$ cat config.mk
export PLATFORM = sky130hd
export DESIGN_NAME = override_supervisor_watchdog_flat
export DESIGN_NICKNAME = d
export VERILOG_FILES = /design/src/rtl/core/osw_pkg.sv /design/src/rtl/core/osw_if.sv /design/src/rtl/core/osw_ram.sv /design/src/rtl/core/osw_ctrl.sv /design/src/rtl/core/override_supervisor_watchdog.sv /design/src/flat_wrapper.sv
export SDC_FILE = /design/constraint.sdc
export NUM_CORES = 2
export LEC_CHECK = 0
export ABC_AREA = 1
export ABC_CLOCK_PERIOD_IN_PS = 24700
export BUFFER_PORTS_ARGS = -buffer_cell sky130_fd_sc_hd__buf_2
export CAP_MARGIN = 10
export CELL_PAD_IN_SITES_DETAIL_PLACEMENT = 1
export CELL_PAD_IN_SITES_GLOBAL_PLACEMENT = 2
export CORE_ASPECT_RATIO = 1.75
export CORE_MARGIN = 2
export CORE_UTILIZATION = 30
export CTS_BUF_LIST = sky130_fd_sc_hd__clkbuf_4 sky130_fd_sc_hd__clkbuf_8
export CTS_CLUSTER_DIAMETER = 50
export DETAILED_ROUTE_END_ITERATION = 10
export PLACE_DENSITY_LB_ADDON = 0.3
export SYNTH_ARGS = -nofsm -noshare
export SYNTH_HDL_FRONTEND = slang
export SYNTH_HIERARCHICAL = 1
export SYNTH_SLANG_ARGS = --single-unit
$ cat constraint.sdc
create_clock -name i_clk -period 24.7 [get_ports i_clk]
set_input_delay 4.94 -clock i_clk [delete_from_list [all_inputs] [get_ports i_clk]]
set_output_delay 4.94 -clock i_clk [all_outputs]
set_load 0.02 [all_outputs]
$ cat src/rtl/core/osw_pkg.sv
// Shared types and constants for the override supervisor watchdog.
package osw_pkg;

    // Item operation codes; code seven is unused and only reports status.
    typedef enum logic [2:0] {
        MODE_TICK      = 3'd0,
        MODE_HEARTBEAT = 3'd1,
        MODE_DIGEST    = 3'd2,
        MODE_BUTTON    = 3'd3,
        MODE_CLEAR     = 3'd4,
        MODE_ASSERT    = 3'd5,
        MODE_READ      = 3'd6
    } t_mode;

    // Override reason codes; heartbeat and attestation reasons have a dedicated annunciator indication.
    localparam logic [7:0] RSN_NONE      = 8'd0;
    localparam logic [7:0] RSN_HEARTBEAT = 8'd1;
    localparam logic [7:0] RSN_ATTEST    = 8'd2;
    localparam logic [7:0] RSN_BUTTON    = 8'd3;

    // Annunciator codes.
    localparam logic [1:0] ANNC_IDLE    = 2'd0;
    localparam logic [1:0] ANNC_HB_LOST = 2'd1;
    localparam logic [1:0] ANNC_CHAIN   = 2'd2;
    localparam logic [1:0] ANNC_OTHER   = 2'd3;

    // Digest sequence verdicts.
    localparam logic [1:0] VERDICT_OK     = 2'd0;
    localparam logic [1:0] VERDICT_GAP    = 2'd1;
    localparam logic [1:0] VERDICT_REPLAY = 2'd2;

    // Heartbeat timeout after reset, in milliseconds.
    localparam logic [31:0] TIMEOUT_RESET = 32'd1000;

    // Per-item status produced by the decision logic.
    typedef struct packed {
        logic       accepted;
        logic [1:0] verdict;
        logic [1:0] annunciator;
        logic       kill_line;
        logic       override_active;
        logic [7:0] override_code;
        logic       stale;
        logic       read_hit;
    } t_status;

endpackage

$ cat src/rtl/core/osw_if.sv
// Valid/ready channel interfaces for supervisor items and results.
interface osw_in_if;
    logic        valid;
    logic        ready;
    logic [2:0]  mode;
    logic [31:0] now_ms;
    logic [63:0] seq_ref;
    logic [63:0] digest;
    logic        pressed;
    logic [7:0]  reason_in;
    logic [7:0]  index;

    modport source (
        output valid, mode, now_ms, seq_ref, digest, pressed, reason_in, index,
        input  ready
    );
    modport sink (
        input  valid, mode, now_ms, seq_ref, digest, pressed, reason_in, index,
        output ready
    );
endinterface

interface osw_out_if;
    logic        valid;
    logic        ready;
    logic        accepted;
    logic [1:0]  verdict;
    logic [1:0]  annunciator;
    logic        kill_line;
    logic        override_active;
    logic [7:0]  override_code;
    logic [63:0] retained_ref;
    logic [63:0] retained_digest;
    logic        stale;

    modport source (
        output valid, accepted, verdict, annunciator, kill_line, override_active,
               override_code, retained_ref, retained_digest, stale,
        input  ready
    );
    modport sink (
        input  valid, accepted, verdict, annunciator, kill_line, override_active,
               override_code, retained_ref, retained_digest, stale,
        output ready
    );
endinterface

$ cat src/rtl/core/osw_ram.sv
// Generic single-write, single-read RAM with registered read data.
module osw_ram #(
    parameter int WIDTH = 128,
    parameter int DEPTH = 16
) (
    input  logic                     i_clk,
    input  logic                     i_we,
    input  logic [$clog2(DEPTH)-1:0] i_waddr,
    input  logic [WIDTH-1:0]         i_wdata,
    input  logic                     i_re,
    input  logic [$clog2(DEPTH)-1:0] i_raddr,
    output logic [WIDTH-1:0]         o_rdata
);

    logic [WIDTH-1:0] r_mem [DEPTH];
    logic [WIDTH-1:0] r_rdata;

    // Write port.
    always_ff @(posedge i_clk) begin
        if (i_we) begin
            r_mem[i_waddr] <= i_wdata;
        end
    end

    // Registered read port; data holds until the next read.
    always_ff @(posedge i_clk) begin
        if (i_re) begin
            r_rdata <= r_mem[i_raddr];
        end
    end

    assign o_rdata = r_rdata;

endmodule

$ cat src/rtl/core/osw_ctrl.sv
// Supervisor state, override latch and per-item decision logic.
module osw_ctrl #(
    parameter int RING_DEPTH  = 16,
    parameter int DIGEST_BITS = 64
) (
    input  logic                           i_clk,
    input  logic                           i_rst_n,
    input  logic                           i_cfg_we,
    input  logic [31:0]                    i_cfg_data,
    input  logic                           i_take,
    input  logic [2:0]                     i_mode,
    input  logic [31:0]                    i_now_ms,
    input  logic [63:0]                    i_seq_ref,
    input  logic [63:0]                    i_digest,
    input  logic                           i_pressed,
    input  logic [7:0]                     i_reason_in,
    input  logic [7:0]                     i_index,
    output osw_pkg::t_status               o_status,
    output logic                           o_ram_we,
    output logic [$clog2(RING_DEPTH)-1:0]  o_ram_waddr,
    output logic [64+DIGEST_BITS-1:0]      o_ram_wdata,
    output logic [$clog2(RING_DEPTH)-1:0]  o_ram_raddr
);

    localparam int AW = $clog2(RING_DEPTH);
    localparam int FW = $clog2(RING_DEPTH + 1);

    logic [31:0] r_timeout, n_timeout;
    logic        r_latched, n_latched;
    logic [7:0]  r_reason, n_reason;
    logic        r_seen, n_seen;
    logic [31:0] r_last, n_last;
    logic        r_button, n_button;
    logic        r_chain, n_chain;
    logic [63:0] r_expected, n_expected;
    logic [63:0] r_reported, n_reported;
    logic [AW-1:0] r_wpos, n_wpos;
    logic [FW-1:0] r_fill, n_fill;

    logic          stale_before;
    logic          ring_full;
    logic [AW-1:0] base;
    logic [AW:0]   slot_sum;
    logic [AW-1:0] slot;
    logic          idx_in_range;

    // Read slot: oldest entry plus index, wrapped once at the ring depth.
    always_comb begin
        ring_full    = (r_fill == FW'(RING_DEPTH));
        base         = ring_full ? r_wpos : '0;
        slot_sum     = {1'b0, base} + {1'b0, i_index[AW-1:0]};
        if (slot_sum >= (AW+1)'(RING_DEPTH)) begin
            slot = AW'(slot_sum - (AW+1)'(RING_DEPTH));
        end else begin
            slot = slot_sum[AW-1:0];
        end
        idx_in_range = (9'(i_index) < 9'(r_fill));
    end

    assign stale_before = ((i_now_ms - r_last) > r_timeout);
    assign o_ram_raddr  = slot;
    assign o_ram_waddr  = r_wpos;
    assign o_ram_wdata  = {i_seq_ref, i_digest[DIGEST_BITS-1:0]};

    // Next state and item status.
    always_comb begin
        n_timeout  = i_cfg_we ? i_cfg_data : r_timeout;
        n_latched  = r_latched;
        n_reason   = r_reason;
        n_seen     = r_seen;
        n_last     = r_last;
        n_button   = r_button;
        n_chain    = r_chain;
        n_expected = r_expected;
        n_reported = r_reported;
        n_wpos     = r_wpos;
        n_fill     = r_fill;
        o_ram_we   = 1'b0;
        o_status   = '0;

        unique case (i_mode)
            osw_pkg::MODE_TICK: begin
                if (stale_before && !r_latched) begin
                    n_latched         = 1'b1;
                    n_reason          = osw_pkg::RSN_HEARTBEAT;
                    o_status.accepted = 1'b1;
                end
            end
            osw_pkg::MODE_HEARTBEAT: begin
                n_seen     = 1'b1;
                n_last     = i_now_ms;
                n_reported = i_seq_ref;
            end
            osw_pkg::MODE_DIGEST: begin
                if (i_seq_ref <= r_expected) begin
                    o_status.verdict = osw_pkg::VERDICT_REPLAY;
                end else if ((i_seq_ref - r_expected) > 64'd1) begin
                    o_status.verdict = osw_pkg::VERDICT_GAP;
                end
                if (o_status.verdict == osw_pkg::VERDICT_OK) begin
                    o_ram_we   = i_take;
                    n_wpos     = (r_wpos == AW'(RING_DEPTH - 1)) ? '0 : r_wpos + 1'b1;
                    n_fill     = ring_full ? r_fill : r_fill + 1'b1;
                    n_expected = i_seq_ref;
                end else begin
                    n_chain = 1'b1;
                    if (!r_latched) begin
                        n_latched         = 1'b1;
                        n_reason          = osw_pkg::RSN_ATTEST;
                        o_status.accepted = 1'b1;
                    end
                end
            end
            osw_pkg::MODE_BUTTON: begin
                n_button = i_pressed;
                if (i_pressed && !r_button && !r_latched) begin
                    n_latched         = 1'b1;
                    n_reason          = osw_pkg::RSN_BUTTON;
                    o_status.accepted = 1'b1;
                end
            end
            osw_pkg::MODE_CLEAR: begin
                if (!r_latched) begin
                    o_status.accepted = 1'b1;
                end else if (!r_button && r_seen && !stale_before) begin
                    // Resynchronize the chain to the last reported reference.
                    if (r_chain && (r_reported > r_expected)) begin
                        n_expected = r_reported;
                    end
                    n_latched         = 1'b0;
                    n_reason          = osw_pkg::RSN_NONE;
                    n_chain           = 1'b0;
                    o_status.accepted = 1'b1;
                end
            end
            osw_pkg::MODE_ASSERT: begin
                if (!r_latched) begin
                    n_latched         = 1'b1;
                    n_reason          = i_reason_in;
                    o_status.accepted = 1'b1;
                end
            end
            osw_pkg::MODE_READ: begin
                o_status.read_hit = idx_in_range;
                o_status.accepted = idx_in_range;
            end
            default: begin
            end
        endcase

        // Status after the item's update.
        o_status.override_active = n_latched;
        o_status.override_code   = n_latched ? n_reason : osw_pkg::RSN_NONE;
        o_status.kill_line       = n_latched || !n_seen;
        o_status.stale           = ((i_now_ms - n_last) > r_timeout);
        if (!n_latched) begin
            o_status.annunciator = osw_pkg::ANNC_IDLE;
        end else if (n_reason == osw_pkg::RSN_HEARTBEAT) begin
            o_status.annunciator = osw_pkg::ANNC_HB_LOST;
        end else if (n_reason == osw_pkg::RSN_ATTEST) begin
            o_status.annunciator = osw_pkg::ANNC_CHAIN;
        end else begin
            o_status.annunciator = osw_pkg::ANNC_OTHER;
        end
    end

    // Configuration register.
    always_ff @(posedge i_clk) begin
        if (!i_rst_n) begin
            r_timeout <= osw_pkg::TIMEOUT_RESET;
        end else begin
            r_timeout <= n_timeout;
        end
    end

    // Supervisor state advances on every input transfer.
    always_ff @(posedge i_clk) begin
        if (!i_rst_n) begin
            r_latched  <= 1'b0;
            r_reason   <= osw_pkg::RSN_NONE;
            r_seen     <= 1'b0;
            r_last     <= '0;
            r_button   <= 1'b0;
            r_chain    <= 1'b0;
            r_expected <= '0;
            r_reported <= '0;
            r_wpos     <= '0;
            r_fill     <= '0;
        end else if (i_take) begin
            r_latched  <= n_latched;
            r_reason   <= n_reason;
            r_seen     <= n_seen;
            r_last     <= n_last;
            r_button   <= n_button;
            r_chain    <= n_chain;
            r_expected <= n_expected;
            r_reported <= n_reported;
            r_wpos     <= n_wpos;
            r_fill     <= n_fill;
        end
    end

endmodule

$ cat src/rtl/core/override_supervisor_watchdog.sv
// Override supervisor watchdog: top level with result pipeline and retained ring.
// Path: each item's status is registered in stage one and then in the output register, where
// it is offered. Throughput: one item per cycle while the output is not stalled; the ring
// RAM's registered read sets the extra stage.
// A result register plus an output register let one more item enter while a result waits.
// Reset (synchronous, active low) clears the latch, heartbeat and chain state and the
// ring pointers; ring contents are not cleared, since no unwritten entry is ever read.
module override_supervisor_watchdog #(
    parameter int RING_DEPTH  = 16,
    parameter int DIGEST_BITS = 64
) (
    input  logic        i_clk,
    input  logic        i_rst_n,
    input  logic        i_cfg_we,
    input  logic [31:0] i_cfg_data,
    osw_in_if.sink      i_item,
    osw_out_if.source   o_res
);

    localparam int AW = $clog2(RING_DEPTH);
    localparam int RW = 64 + DIGEST_BITS;

    logic             take;
    logic             s1_move;
    osw_pkg::t_status status;
    logic             ram_we;
    logic [AW-1:0]    ram_waddr;
    logic [AW-1:0]    ram_raddr;
    logic [RW-1:0]    ram_wdata;
    logic [RW-1:0]    ram_rdata;

    logic             r_s1_valid;
    osw_pkg::t_status r_s1_status;
    logic             r_o_valid;
    osw_pkg::t_status r_o_status;
    logic [63:0]      r_o_ref;
    logic [63:0]      r_o_digest;

    // Handshake: stage one drains into the output register when that is free or leaving.
    assign s1_move      = r_s1_valid && (!r_o_valid || o_res.ready);
    assign i_item.ready = !r_s1_valid || s1_move;
    assign take         = i_item.valid && i_item.ready;

    osw_ctrl #(
        .RING_DEPTH  (RING_DEPTH),
        .DIGEST_BITS (DIGEST_BITS)
    ) u_ctrl (
        .i_clk       (i_clk),
        .i_rst_n     (i_rst_n),
        .i_cfg_we    (i_cfg_we),
        .i_cfg_data  (i_cfg_data),
        .i_take      (take),
        .i_mode      (i_item.mode),
        .i_now_ms    (i_item.now_ms),
        .i_seq_ref   (i_item.seq_ref),
        .i_digest    (i_item.digest),
        .i_pressed   (i_item.pressed),
        .i_reason_in (i_item.reason_in),
        .i_index     (i_item.index),
        .o_status    (status),
        .o_ram_we    (ram_we),
        .o_ram_waddr (ram_waddr),
        .o_ram_wdata (ram_wdata),
        .o_ram_raddr (ram_raddr)
    );

    osw_ram #(
        .WIDTH (RW),
        .DEPTH (RING_DEPTH)
    ) u_ring (
        .i_clk   (i_clk),
        .i_we    (ram_we),
        .i_waddr (ram_waddr),
        .i_wdata (ram_wdata),
        .i_re    (take),
        .i_raddr (ram_raddr),
        .o_rdata (ram_rdata)
    );

    // Stage one: item status, alongside the ring read data.
    always_ff @(posedge i_clk) begin
        if (!i_rst_n) begin
            r_s1_valid <= 1'b0;
        end else if (take) begin
            r_s1_valid <= 1'b1;
        end else if (s1_move) begin
            r_s1_valid <= 1'b0;
        end
    end

    always_ff @(posedge i_clk) begin
        if (take) begin
            r_s1_status <= status;
        end
    end

    // Output register; retained fields are zero unless the read hit a valid entry.
    always_ff @(posedge i_clk) begin
        if (!i_rst_n) begin
            r_o_valid <= 1'b0;
        end else if (s1_move) begin
            r_o_valid <= 1'b1;
        end else if (o_res.ready) begin
            r_o_valid <= 1'b0;
        end
    end

    always_ff @(posedge i_clk) begin
        if (s1_move) begin
            r_o_status <= r_s1_status;
            r_o_ref    <= r_s1_status.read_hit ? ram_rdata[RW-1:DIGEST_BITS] : '0;
            r_o_digest <= r_s1_status.read_hit ? 64'(ram_rdata[DIGEST_BITS-1:0]) : '0;
        end
    end

    assign o_res.valid           = r_o_valid;
    assign o_res.accepted        = r_o_status.accepted;
    assign o_res.verdict         = r_o_status.verdict;
    assign o_res.annunciator     = r_o_status.annunciator;
    assign o_res.kill_line       = r_o_status.kill_line;
    assign o_res.override_active = r_o_status.override_active;
    assign o_res.override_code   = r_o_status.override_code;
    assign o_res.stale           = r_o_status.stale;
    assign o_res.retained_ref    = r_o_ref;
    assign o_res.retained_digest = r_o_digest;

    // A result without a latched override shows the watching state only.
    a_watching_clean: assert property (@(posedge i_clk) disable iff (!i_rst_n)
        (r_o_valid && !r_o_status.override_active) |->
        (r_o_status.override_code == osw_pkg::RSN_NONE &&
         r_o_status.annunciator == osw_pkg::ANNC_IDLE))
        else $error("override code or annunciator set while watching");

    // Any digest fault leaves the override latched.
    a_fault_latches: assert property (@(posedge i_clk) disable iff (!i_rst_n)
        (r_o_valid && r_o_status.verdict != osw_pkg::VERDICT_OK) |->
        (r_o_status.override_active && r_o_status.kill_line))
        else $error("digest fault reported without a latched override");

    // With both stages full and the output stalled, no item may enter.
    a_full_blocks: assert property (@(posedge i_clk) disable iff (!i_rst_n)
        (r_s1_valid && r_o_valid && !o_res.ready) |-> !i_item.ready)
        else $error("input ready while the result pipeline is full");

endmodule
$ cat src/flat_wrapper.sv
// flat-port wrapper written by rule: the top's interface ports become plain ports
module override_supervisor_watchdog_flat 
#(
    parameter int RING_DEPTH  = 16,
    parameter int DIGEST_BITS = 64
)
  (i_clk, i_rst_n, i_cfg_we, i_cfg_data, i_item_valid, i_item_mode, i_item_now_ms, i_item_seq_ref, i_item_digest, i_item_pressed, i_item_reason_in, i_item_index, i_item_ready, o_res_valid, o_res_accepted, o_res_verdict, o_res_annunciator, o_res_kill_line, o_res_override_active, o_res_override_code, o_res_retained_ref, o_res_retained_digest, o_res_stale, o_res_ready);
  osw_in_if i_item_i ();
  osw_out_if o_res_i ();
  input  logic i_clk;
  input  logic i_rst_n;
  input  logic i_cfg_we;
  input  logic [31:0] i_cfg_data;
  input wire logic [$bits(i_item_i.valid)-1:0] i_item_valid;
  input wire logic [$bits(i_item_i.mode)-1:0] i_item_mode;
  input wire logic [$bits(i_item_i.now_ms)-1:0] i_item_now_ms;
  input wire logic [$bits(i_item_i.seq_ref)-1:0] i_item_seq_ref;
  input wire logic [$bits(i_item_i.digest)-1:0] i_item_digest;
  input wire logic [$bits(i_item_i.pressed)-1:0] i_item_pressed;
  input wire logic [$bits(i_item_i.reason_in)-1:0] i_item_reason_in;
  input wire logic [$bits(i_item_i.index)-1:0] i_item_index;
  output wire logic [$bits(i_item_i.ready)-1:0] i_item_ready;
  output wire logic [$bits(o_res_i.valid)-1:0] o_res_valid;
  output wire logic [$bits(o_res_i.accepted)-1:0] o_res_accepted;
  output wire logic [$bits(o_res_i.verdict)-1:0] o_res_verdict;
  output wire logic [$bits(o_res_i.annunciator)-1:0] o_res_annunciator;
  output wire logic [$bits(o_res_i.kill_line)-1:0] o_res_kill_line;
  output wire logic [$bits(o_res_i.override_active)-1:0] o_res_override_active;
  output wire logic [$bits(o_res_i.override_code)-1:0] o_res_override_code;
  output wire logic [$bits(o_res_i.retained_ref)-1:0] o_res_retained_ref;
  output wire logic [$bits(o_res_i.retained_digest)-1:0] o_res_retained_digest;
  output wire logic [$bits(o_res_i.stale)-1:0] o_res_stale;
  input wire logic [$bits(o_res_i.ready)-1:0] o_res_ready;
  assign i_item_i.valid = i_item_valid;
  assign i_item_i.mode = i_item_mode;
  assign i_item_i.now_ms = i_item_now_ms;
  assign i_item_i.seq_ref = i_item_seq_ref;
  assign i_item_i.digest = i_item_digest;
  assign i_item_i.pressed = i_item_pressed;
  assign i_item_i.reason_in = i_item_reason_in;
  assign i_item_i.index = i_item_index;
  assign i_item_ready = i_item_i.ready;
  assign o_res_valid = o_res_i.valid;
  assign o_res_accepted = o_res_i.accepted;
  assign o_res_verdict = o_res_i.verdict;
  assign o_res_annunciator = o_res_i.annunciator;
  assign o_res_kill_line = o_res_i.kill_line;
  assign o_res_override_active = o_res_i.override_active;
  assign o_res_override_code = o_res_i.override_code;
  assign o_res_retained_ref = o_res_i.retained_ref;
  assign o_res_retained_digest = o_res_i.retained_digest;
  assign o_res_stale = o_res_i.stale;
  assign o_res_i.ready = o_res_ready;
  override_supervisor_watchdog #(.RING_DEPTH(RING_DEPTH), .DIGEST_BITS(DIGEST_BITS)) u_core (.i_clk(i_clk), .i_rst_n(i_rst_n), .i_cfg_we(i_cfg_we), .i_cfg_data(i_cfg_data), .i_item(i_item_i), .o_res(o_res_i));
endmodule
==> results.py <==
metrics = {
    "timing": {
        "relSlewSlack": 0.2132,
        "fin_hold_ws_ns": 0.4148,
        "setup_viol": 0,
        "finalSetupTns_ns": 0,
        "slew_violations": 0,
        "fmax_mhz": 84.30,
        "hold_viol": 0,
        "tightest_slew_ns": 1.168,
        "fin_crit_sh": 0.4803,
        "fin_crit_ns": 11.86,
        "rsz0062_at_grt": "no",
        "skew_ns": 0.1081,
    },
    "power_and_ir_drop": {
        "powerDensity_nw_per_um2": 71.31,
        "p_leak_nw": 54.52,
        "ir_worst_vdd_mv": 0.04544,
    },
    "critical_path": {
        "cp.arrival_ns": 12.49,
        "slowest_delay_ns": 0.78,
        "cp-end-kind": "register",
        "cpMostUsedCell": "nand2_1",
        "cp.required_ns": 25.33,
        "ff2ff_path_depth": 24,
        "rrSetupSlack_ns": 16.56,
        "r2r_start": "u_core/u_ctrl/r_expected[12]",
        "crit_type": "in2reg",
        "rr_endpoint": "u_core/u_ring/r_mem[7][54]",
        "start_kind": "input port",
        "crit_chain": "buf_2, ha_1, nand2_1, nor2_1, nand2_1, inv_1, nand4_1, nand3_1, nand2_1, nand2_1, nand3_1, nor2_1, nand2_1, nor2_1, nand3_1, nor2_2, and2_2, nand3_2, inv_1, nand3b_1, nor2_4, buf_4, buf_4, buf_4",
        "crit_path_max_fanout": 42,
        "crit_start": "i_item_seq_ref[12]",
        "cp_slowest_cell": "buf_4",
    },
    "drt": {
        "vias_per_cell": 4.806,
        "wirelength_um": 405300,
        "final_antenna_net_count": 0,
        "via_count": 84530,
        "drc": 0,
        "wl_per_cell_um": 23.04,
        "dr.pass1.iters": 5,
        "initialDrtViolationCount": 4086,
    },
    "floorplanning": {
        "fp.dieH_um": 830.2,
        "start_util": 0.3011,
        "die_area_um2": 395200,
        "die_x_um": 476.1,
        "ios": 363,
        "design.core.area_um2": 388600,
        "fp-row-count": 303,
    },
    "clock_tree": {
        "cts.sinks": 2552,
        "htree_levels": 5,
        "cts_resized": 0,
        "cts_hold_buf": 0,
        "clock_latency_ns": 1.11,
        "cts_root_buf": "clkbuf_8",
        "tritoncts": "yes",
        "cts.clk_slew.worst_paths_ns": 0.06,
        "numCtsBuffers": 403,
        "post_cts_buffers": 0,
        "cts_buffer_depth": 4,
    },
    "synthesis": {
        "synth_fa_ha_area_frac": 0.02892,
        "netlist_instances": 11820,
        "ys_seq_area_frac": 0.6366,
        "avgSynthCellArea_um2": 9.896,
        "synth_top_area_cell": "edfxtp_1",
        "synth_mux_area_frac": 0,
        "synth_compound_area_frac": 0.03398,
        "yosys.area_share.simple": 0.2144,
        "ys_ff_latch": 2552,
        "syn_area_um2": 117000,
        "synth.area.top_cells": "edfxtp_1, nand2_1, nand3_1",
        "yosys.area.top_type_share": 0.5998,
        "yosysWarnings": 6,
        "synth_common_cells": "nand2_1, edfxtp_1, nand3_1",
        "yosys.cell_count.top_type": "nand2_1",
        "ys.flop_type": "edfxtp_1",
        "synth_top_family_by_area": "simple AND/OR/NAND/NOR gates",
        "yosysUniqueCellTypes": 54,
        "syn_nets": 12310,
        "synth-async-reset-ratio": 0,
        "synth-xor-area-share": 0.005614,
        "synth_edf_count": 2337,
    },
    "final_layout": {
        "fill_cells": 43930,
        "utilization": 0.3370,
        "syn2layout_area_growth_pct": 11.91,
        "fin_nets": 12550,
        "drive_above_1_share": 0.09925,
    },
    "placement": {
        "port_buffers": 362,
        "dp_hpwl_um": 245300,
        "gp_congestion": 0.8958,
    },
    "global_routing": {
        "grt_usage": 0.2015,
        "grt_pass1_wl_um": 592900,
        "grt_max_degree": 196,
        "grt_pass1_vias": 90880,
        "grt_overflow": 0,
        "antenna_found_initial": 84,
    },
    "hold_path": {
        "whs_endpoint": "u_core/o_res.override_code[4]",
        "hold_path.class": "reg2reg",
        "hp-start": "u_core/r_s1_status[6]",
        "whs_path_depth": 0,
    },
    "job": {
        "cap_violations": 0,
    },
    "outcome": {
        "outcome": "finished, final reports clean",
    },
}
## placed cells by master (no fill, tap or decap), types with 43 or more instances in the layout
cell,count
a211oi_1,45
a21oi_1,278
buf_2,361
buf_4,114
clkbuf_4,119
clkbuf_8,421
clkinv_1,100
clkinv_2,53
dfxtp_1,215
edfxtp_1,2337
ha_1,263
inv_1,1510
nand2_1,3931
nand3_1,1566
nor2_1,407
o21ai_0,239
xor2_1,43
## critical path, delay by kind of cell
kind	cells	cell delay, ns
AND/OR/NAND/NOR	17	3.90
adder cells (fa/ha/maj)	1	0.51
buffers and inverters	6	2.89
## per-layer routing
metal  part of all wire  GRT usage  wire (um)  up-vias
li1                   -          -          -    39350
met1               0.41     0.2367     164800    42770
met2               0.51     0.3681     208600     1623
met3              0.042    0.03112      17050      725
met4              0.035    0.07080      14330       66
met5             0.0011          0        436        -
## cell families after synthesis
kind of cell | count (synthesis)
xor gates and xnor gates | 75
and+or+nand+nor | 6063
buffers and inverters | 2184
DFF | 2552
adders and majority gates | 268
AOI/OAI and AO/OA | 681
## worst max-delay path by stage
stage / end / slack [ns] / cells after the start
detailed placement: u_core/u_ring/r_mem[7][85] / 11.61 / 24
global placement: u_core/u_ring/r_mem[7][85] / 11.60 / 24
floorplan: u_core/u_ring/r_mem[12][0] / 9.65 / 8
global route: u_core/u_ring/r_mem[7][54] / 12.51 / 24
CTS: u_core/u_ring/r_mem[7][54] / 12.75 / 24
finish: u_core/u_ring/r_mem[7][54] / 12.84 / 24
## area by class of cell
| class | count | area (um2) | area share |
|---|---|---|---|
| sequential | 2552 | 74480 | 0.5688 |
| inverter | 1528 | 5798 | 0.04428 |
| clock buffer | 540 | 6688 | 0.05107 |
| tap | 5185 | 6487 | 0.04955 |
| antenna | 20 | 50.05 | 0.0003822 |
| clock inverter | 188 | 1206 | 0.009212 |
| multi-input combinational | 7087 | 33310 | 0.2544 |
| timing repair buffer | 488 | 2923 | 0.02232 |
## sequential cells by signal, summed over array words and instances (netlist names), 4 cells and up
| signal | flops |
|---|---|
| u_core/u_ctrl/o_ram_waddr | 4 |
| u_core/u_ctrl/r_expected | 64 |
| u_core/u_ctrl/r_last | 32 |
| u_core/o_res.retained_ref | 64 |
| u_core/o_res.retained_digest | 64 |
| u_core/o_res.override_code | 8 |
| u_core/r_s1_status | 17 |
| u_core/u_ctrl/r_reason | 8 |
| u_core/u_ring/o_rdata | 128 |
| u_core/u_ctrl/r_reported | 64 |
| u_core/u_ring/r_mem | 2048 |
| u_core/u_ctrl/r_fill | 5 |
| u_core/u_ctrl/r_timeout | 32 |
## power breakdown
group          internal (mW)  leakage [nW]  switching [mW]
Combinational          0.252          27.4           0.662
Clock                   1.88          4.17            1.76
Sequential              4.77          23.0          0.0206
## metrics by stage
step	setup slack (ns)	power [mW]	std cells	cell area (um2)
finish	12.84	9.337	17590	130900
floorplan	9.646	5.464	11820	117000
global route	12.51	9.741	17580	130900
global placement	11.60	5.790	16840	123000
CTS	12.75	9.498	17570	130900
detailed placement	11.61	5.809	16840	123000
Note: power is estimated with default switching activity, not from simulation.
